<file path="src/design/rgba_layer_blend_core_assert.svh">
// Assertion macros for the RGBA layer blend core.
// Included by the modules that carry concurrent checks; no other dependency.
`ifndef RGBA_LAYER_BLEND_CORE_ASSERT_SVH
`define RGBA_LAYER_BLEND_CORE_ASSERT_SVH
`ifndef SYNTHESIS
// check with reset masking
`define RLB_ASSERT(lbl, clk, rstn, prop, msg) \
  lbl: assert property (@(posedge clk) disable iff (!rstn) prop) else $error(msg);
// check that also holds during reset
`define RLB_ASSERT_ALWAYS(lbl, clk, prop, msg) \
  lbl: assert property (@(posedge clk) prop) else $error(msg);
`else
`define RLB_ASSERT(lbl, clk, rstn, prop, msg)
`define RLB_ASSERT_ALWAYS(lbl, clk, prop, msg)
`endif
`endif

</file>
<file path="src/design/rlb_pkg.sv">
// Shared types and codes for the RGBA layer blend core.
// No dependencies.
package rlb_pkg;

  typedef logic [7:0] px_t;

  // blend mode codes
  localparam logic [3:0] MODE_NORMAL    = 4'd0;
  localparam logic [3:0] MODE_ADD       = 4'd1;
  localparam logic [3:0] MODE_SUBTRACT  = 4'd2;
  localparam logic [3:0] MODE_MULTIPLY  = 4'd3;
  localparam logic [3:0] MODE_SCREEN    = 4'd4;
  localparam logic [3:0] MODE_MAX       = 4'd5;
  localparam logic [3:0] MODE_MIN       = 4'd6;
  localparam logic [3:0] MODE_AVERAGE   = 4'd7;
  localparam logic [3:0] MODE_SHADOW    = 4'd8;
  localparam logic [3:0] MODE_HIGHLIGHT = 4'd9;

  // register indexes
  localparam logic REG_BLEND_MODE  = 1'b0;
  localparam logic REG_BLEND_VALUE = 1'b1;

  // Q1.16 one, and the transparency threshold (about 0.001)
  localparam logic [16:0] ONE_Q16       = 17'd65536;
  localparam logic [16:0] ALPHA_EPS_Q16 = 17'd65;

  // side data that rides along the divider
  typedef struct packed {
    logic          use_div;
    px_t           div_a;
    logic [3:0][7:0] alt;
  } rlb_side_t;

endpackage

</file>
<file path="src/design/rlb_divider.sv">
// Restoring divider, one quotient bit per register stage, three color lanes.
// Eight stages; depends on rlb_pkg for the side data type.
module rlb_divider (
  input  logic                clk,
  input  logic                rst_n,
  input  logic                adv,
  input  logic                in_vld,
  input  logic [2:0][24:0]    num,
  input  logic [16:0]         oa,
  input  rlb_pkg::rlb_side_t  in_side,
  output logic                out_vld,
  output logic [2:0][7:0]     quot,
  output rlb_pkg::rlb_side_t  out_side
);
  import rlb_pkg::*;

  logic             st_vld_r  [8];
  logic [2:0][24:0] st_rem_r  [8];
  logic [2:0][7:0]  st_q_r    [8];
  logic [16:0]      st_oa_r   [8];
  rlb_side_t        st_side_r [8];

  for (genvar g = 0; g < 8; g++) begin : g_stage
    localparam int BIT = 7 - g;
    logic             cur_vld;
    logic [2:0][24:0] cur_rem;
    logic [2:0][7:0]  cur_q;
    logic [16:0]      cur_oa;
    rlb_side_t        cur_side;
    logic [24:0]      dv;
    logic [2:0][24:0] rem_nxt;
    logic [2:0][7:0]  q_nxt;

    if (g == 0) begin : g_first
      assign cur_vld  = in_vld;
      assign cur_rem  = num;
      assign cur_q    = '0;
      assign cur_oa   = oa;
      assign cur_side = in_side;
    end else begin : g_next
      assign cur_vld  = st_vld_r[g-1];
      assign cur_rem  = st_rem_r[g-1];
      assign cur_q    = st_q_r[g-1];
      assign cur_oa   = st_oa_r[g-1];
      assign cur_side = st_side_r[g-1];
    end

    // trial subtract of the shifted divisor
    assign dv = {8'b0, cur_oa} << BIT;
    always_comb begin
      rem_nxt = cur_rem;
      q_nxt   = cur_q;
      for (int i = 0; i < 3; i++) begin
        if (cur_rem[i] >= dv) begin
          rem_nxt[i]    = cur_rem[i] - dv;
          q_nxt[i][BIT] = 1'b1;
        end
      end
    end

    always_ff @(posedge clk) begin
      if (!rst_n) begin
        st_vld_r[g] <= 1'b0;
      end else if (adv) begin
        st_vld_r[g] <= cur_vld;
      end
    end

    always_ff @(posedge clk) begin
      if (adv) begin
        st_rem_r[g]  <= rem_nxt;
        st_q_r[g]    <= q_nxt;
        st_oa_r[g]   <= cur_oa;
        st_side_r[g] <= cur_side;
      end
    end
  end

  assign out_vld  = st_vld_r[7];
  assign quot     = st_q_r[7];
  assign out_side = st_side_r[7];

endmodule

</file>
<file path="config.mk">
export PLATFORM = sky130hd
export DESIGN_NAME = rlb_divider
export DESIGN_NICKNAME = d
export VERILOG_FILES = /design/src/design/rgba_layer_blend_core_assert.svh /design/src/design/rlb_pkg.sv /design/src/design/rlb_divider.sv
export SDC_FILE = /design/constraint.sdc
export NUM_CORES = 2
export LEC_CHECK = 0
export BUFFER_PORTS_ARGS = -buffer_cell sky130_fd_sc_hd__buf_2
export CORE_MARGIN = 5
export CORE_UTILIZATION = 63
export DETAILED_ROUTE_END_ITERATION = 7
export PLACE_DENSITY = 0.81
export SLEW_MARGIN = 20
export SYNTH_ARGS = -nofsm -noshare
export SYNTH_HDL_FRONTEND = slang
export SYNTH_SLANG_ARGS = --single-unit
</file>
<file path="constraint.sdc">
create_clock -name clk -period 4.3 [get_ports clk]
set_clock_uncertainty 0.1 [all_clocks]
set_input_delay 0.86 -clock clk [delete_from_list [all_inputs] [get_ports clk]]
set_output_delay 0.86 -clock clk [all_outputs]
set_load 0.005 [all_outputs]
</file>
# Word level (Yosys, flattened, before mapping)
# Memories as Yosys holds them, arrays and structs flattened.
# Index checks and enable logic that the tools add are counted.
# W data, S select, Z words.
[classes]
n_addsub = 24
order_cmp = 24
mux = 61
bitwise = 8
[op_table]
columns = ["cell", "n"]
rows = [
  ["$mux W25", 24],
  ["$ge A25 B17 Y1", 3],
  ["$ge A25 B18 Y1", 3],
  ["$ge A25 B19 Y1", 3],
  ["$ge A25 B20 Y1", 3],
  ["$ge A25 B21 Y1", 3],
  ["$ge A25 B22 Y1", 3],
  ["$ge A25 B23 Y1", 3],
  ["$ge A25 B24 Y1", 3],
  ["$sub A25 B17 Y25", 3],
  ["$sub A25 B18 Y25", 3],
  ["$sub A25 B19 Y25", 3],
  ["$sub A25 B20 Y25", 3],
  ["$sub A25 B21 Y25", 3],
  ["$sub A25 B22 Y25", 3],
  ["$sub A25 B23 Y25", 3],
  ["$sub A25 B24 Y25", 3],
  ["$mux W1", 37],
  ["$or A1 B1 Y1", 8],
]
[totals]
ff_bits = 0
mem_bits_rw = 1264
in_bits = 137
out_inout_bits = 66
wordCells = 122
mem_count = 5
[mem_list]
columns = ["memory", "depth", "word_bits", "read_ports", "rd_ports_with_merged_regs", "write_ports", "line", "rtl"]
rows = [
  ["st_rem_r", 8, 75, 7, 0, 8, "rlb_divider.sv:18", "logic [2:0][24:0] st_rem_r [8];"],
  ["st_side_r", 8, 41, 8, 0, 8, "rlb_divider.sv:21", "rlb_side_t st_side_r [8];"],
  ["st_q_r", 8, 24, 8, 0, 8, "rlb_divider.sv:19", "logic [2:0][7:0] st_q_r [8];"],
  ["st_oa_r", 8, 17, 7, 0, 8, "rlb_divider.sv:20", "logic [16:0] st_oa_r [8];"],
  ["st_vld_r", 8, 1, 8, 0, 8, "rlb_divider.sv:17", "logic st_vld_r [8];"],
]

# Longest topological paths before layout
[depth]
word_depth = 4
depth_mapped = 14
mapped_depth_nobuf = 13

# Worst setup path before layout
# No wires, ideal clock.
[synth_timing]
kind = "input port to flip-flop"
startpoint = "input num[7] (netlist name)"
endpoint = "memory st_rem_r[0][11] (netlist name), data pin"
setup_ps = 254
arrival_time_ps = 3185
t_required_ps = 3946
path_slack_ps = 760
path_stages = 13
n_path_buf = 2
path_cell_list = "inv_1 -> ha_1 -> fa_1 -> nor2b_1 -> o21ai_0 -> a21boi_0 -> o21ai_0 -> o21ai_0 -> a41o_1 -> buf_2 -> buf_2 -> o21ai_0 -> o21a_1"
[synth_lines]
columns = ["item", "line", "rtl"]
rows = [
  ["start: declaration", "rlb_divider.sv:8", "input logic [2:0][24:0] num,"],
  ["end: declaration", "rlb_divider.sv:18", ""],
]

==> impl_results.md <==
* Number of distinct library cells after synthesis at 95
* Highest clock rate at approximately 260 MHz
* CTS root buffer: clkbuf_16
* Outcome: complete, no violations
* Tot Pwr at 38.5 mW
* Core area at 89,700 um2
* GRT Residual Overflow at 0
* Period utilization at 89.2%
* Filler cells at 6,272
* P_leak at 24.6 nW
* FP Rows at 110
* Startpoint types: flip-flop
* Hold-fix buffers at CTS at 0
* RD Place Congestion at 0.943
* Antenna diodes at 0
* Initial cell density of the core at 63.3%
* 1st-pass router iterations at 7
* Yosys top cell by area: edfxtp_1
* Postcts setup bufs at 0
* Clock Latency Late Sink at 700 ps
* # nets final at around 5,500
* Antenna violations before repair at 2
* Post-synthesis cell count at approximately 4,700
* DRT Wirelength at 131,000 um
* Worst setup path startpoint: st_rem_r[5][1]$_DFFE_PP_
* Final HPWL DP at ~100,000 um
* CP Capture Type: flip-flop
* #FFs+latches synth at 1,088
* Critical path class: flip-flop to flip-flop
* VDD IR-drop max at about 0.48 mV
* Final Hold Viols at 0
* ANT nets after route at 0
* Syn_nets at about 5,200
* Die ar. at 96,200 um2
* Ports at around 200
* Worst Tran Pin Value at 973 ps
* CTS tree: built
* Syn avg cell area at 12.2 um2
* I/O Buffers at 202
* Area grow syn2layout at 11.7%
* DRT iter0 DRCs at 3,368
* Data arrival, critical path at 4150 ps
* Crit Reg-Reg Endpoint: st_rem_r[6][20]$_DFFE_PP_
* Worst setup path end: st_rem_r[6][20]$_DFFE_PP_
* RSZ-0062 raised after global routing: no
* First-pass GRT wire length at 201,000 um
* Vias per cell at 5.91
* Ys flop type: edfxtp_1
* CP Data Required Time at 4620 ps
* Drc violations at 0
* Seq/Total Area, Yosys at 57.5%
* Count of final setup violators at 0
* Max Cap Viol at 0
* Vias in the first global route at 35,449
* Synth top area share at 57.5%
* Post_cts resized at 0
* Pin count of the biggest net entering global routing at 126
* Max-slew headroom at 35.0%
* Chip height at 310 um
* Setup tns final at 0 ps
* Storage element area at roughly 33,000 um2
* R2r setup slk at 460 ps
* Async set or reset register ratio after synthesis at 0%
* R2R cell count at 13
* Die X at 310 um
* Min-delay worst type: input port to flip-flop
* Pwr per Cell Area at 608 nW/um2
* Fraction of layout cells with a size suffix above 1 at about an eighth
* Worst r2r src: st_rem_r[5][1]$_DFFE_PP_
* Clk sink count at 1,088
* DR vias at roughly 37,000
* Clock-pin slew on the worst setup and hold paths at 70 ps
* Total GRT Usage at a little over a quarter
* Average routed wire per standard cell at ~21 um
* Pins over their slew limit at 0
* EDFF count, synth at approximately 1,100
* Min Tclk post-route at 3840 ps
* Synthesized area at around 57,000 um2
* Clock buffer depth at 3
* Total CTS buffers at 106
* Area contributors post-synth: edfxtp_1 57%, ha_1 9.0%, a21oi_1 3.3%, xnor2_1 2.8%, o21ai_0 2.8%
* Synth warn at 0
* Crit path max fanout at 31
* Multi-input combinational cell area at 22,800 um2
* H-Tree Depth at 3
-- through the flow --
step	util (%)	cell area (um2)	hold WS [ps]	worst slack [ps]	cells
CTS	70.7	63400	149	509	6240
detailed placement	66.7	59800	305	16.8	6043
global placement	66.6	59800	300	89.6	6043
floorplan	-	56800	300	760	4664
global route	70.7	63400	171	253	6240
finish	70.7	63400	206	463	6240
-- power breakdown --
part	leakage (nW)	switching (mW)	total (mW)	internal (mW)
combinational	12.3	7.36	13.1	5.74
clock	1.73	3.92	9.35	5.42
sequential	10.6	1.36	16.1	14.7
total	24.6	12.6	38.5	25.9
-- worst min path at each step --
| stage | start | to | slack, ps | cells after the start |
|---|---|---|---|---|
| floorplan | st_q_r[0][7]$_DFFE_PP_ | st_q_r[0][31]$_DFFE_PP_ | 300 | 0 |
| detailed placement | st_q_r[0][31]$_DFFE_PP_ | st_q_r[0][55]$_DFFE_PP_ | 300 | 0 |
| finish | in_side[12] | st_side_r[0][12]$_DFFE_PP_ | 210 | 1 |
| global placement | st_q_r[1][49]$_DFFE_PP_ | st_q_r[1][73]$_DFFE_PP_ | 300 | 0 |
| CTS | in_side[12] | st_side_r[0][12]$_DFFE_PP_ | 150 | 1 |
| global route | in_side[12] | st_side_r[0][12]$_DFFE_PP_ | 170 | 1 |
-- kinds of logic (layout without fill, tap and decap cells) --
logic type / count (synthesis) / count (layout) / synth area share (%)
mux: 98 / 98 / 1.98
flops: 1088 / 1088 / 57.5
simple gates: 1176 / 1176 / 10.1
xor+xnor: 334 / 334 / 5.15
fa+ha+maj: 429 / 429 / 9.73
buf+inv: 355 / 755 / 2.44
compound gates: 1184 / 1184 / 13.1
-- flip-flops by register name (all words and copies together), names as in the netlist --
register,flops
st_q_r,108
st_side_r,328
st_oa_r,119
st_rem_r,525
st_vld_r,8
-- per-layer routing --
metal	global-route usage, %	up-vias	wire (um)
li1	-	18177	-
met1	34.6	17221	53200
met2	46.1	1201	64400
met3	2.96	269	5670
met4	14.2	0	7940
met5	0	-	0
-- placed cells by master (no fill, tap or decap), drive strengths merged, types with 29 or more instances in the layout --
| master | n |
|---|---|
| edfxtp | 1087 |
| ha | 408 |
| a21oi | 378 |
| o21ai | 322 |
| nor2 | 321 |
| nand2 | 318 |
| buf | 296 |
| inv | 263 |
| xnor2 | 183 |
| xor2 | 151 |
| a21o | 132 |
| clkbuf | 128 |
| nor3 | 89 |
| mux2 | 89 |
| nand3 | 78 |
| nor2b | 68 |
| o21a | 63 |
| nand4 | 60 |
| nand2b | 53 |
| clkinv | 50 |
| nor4 | 34 |
| o21bai | 31 |
| and3 | 29 |
| a211oi | 29 |
-- critical path: stages, from the launching register on --
cell and delay (ps):
edfxtp_1 380, inv_1 70, ha_1 160, inv_1 60, fa_1 420, a211oi_1 340, o21ai_0 170, a2111oi_1 570
o31ai_1 190, a21oi_1 370, o21ai_4 280, nand2b_1 200, nor4_2 60, xor2_1 150
-- synthesized netlist by cell type (78+ instances only) --
library cell  number
a21oi_1          374
ha_1             408
nand3_1           78
o21ai_0          314
nand2_1          318
nor3_1            87
inv_1            261
xnor2_1          183
xor2_1           151
edfxtp_1        1087
a21o_1           132
nor2_1           321
mux2_2            80
-- area by class of cell --
cell class | count | share of cell area (%)
Inverter | 262 | 1.55
Clock inverter | 69 | 1.35
Clock buffer | 128 | 4.31
Timing Repair Buffer | 296 | 2.98
Multi-Input combinational cell | 3221 | 36.0
Tap cell | 1176 | 2.32
Sequential cell | 1088 | 51.5
Power figures use the tool's default switching activity.
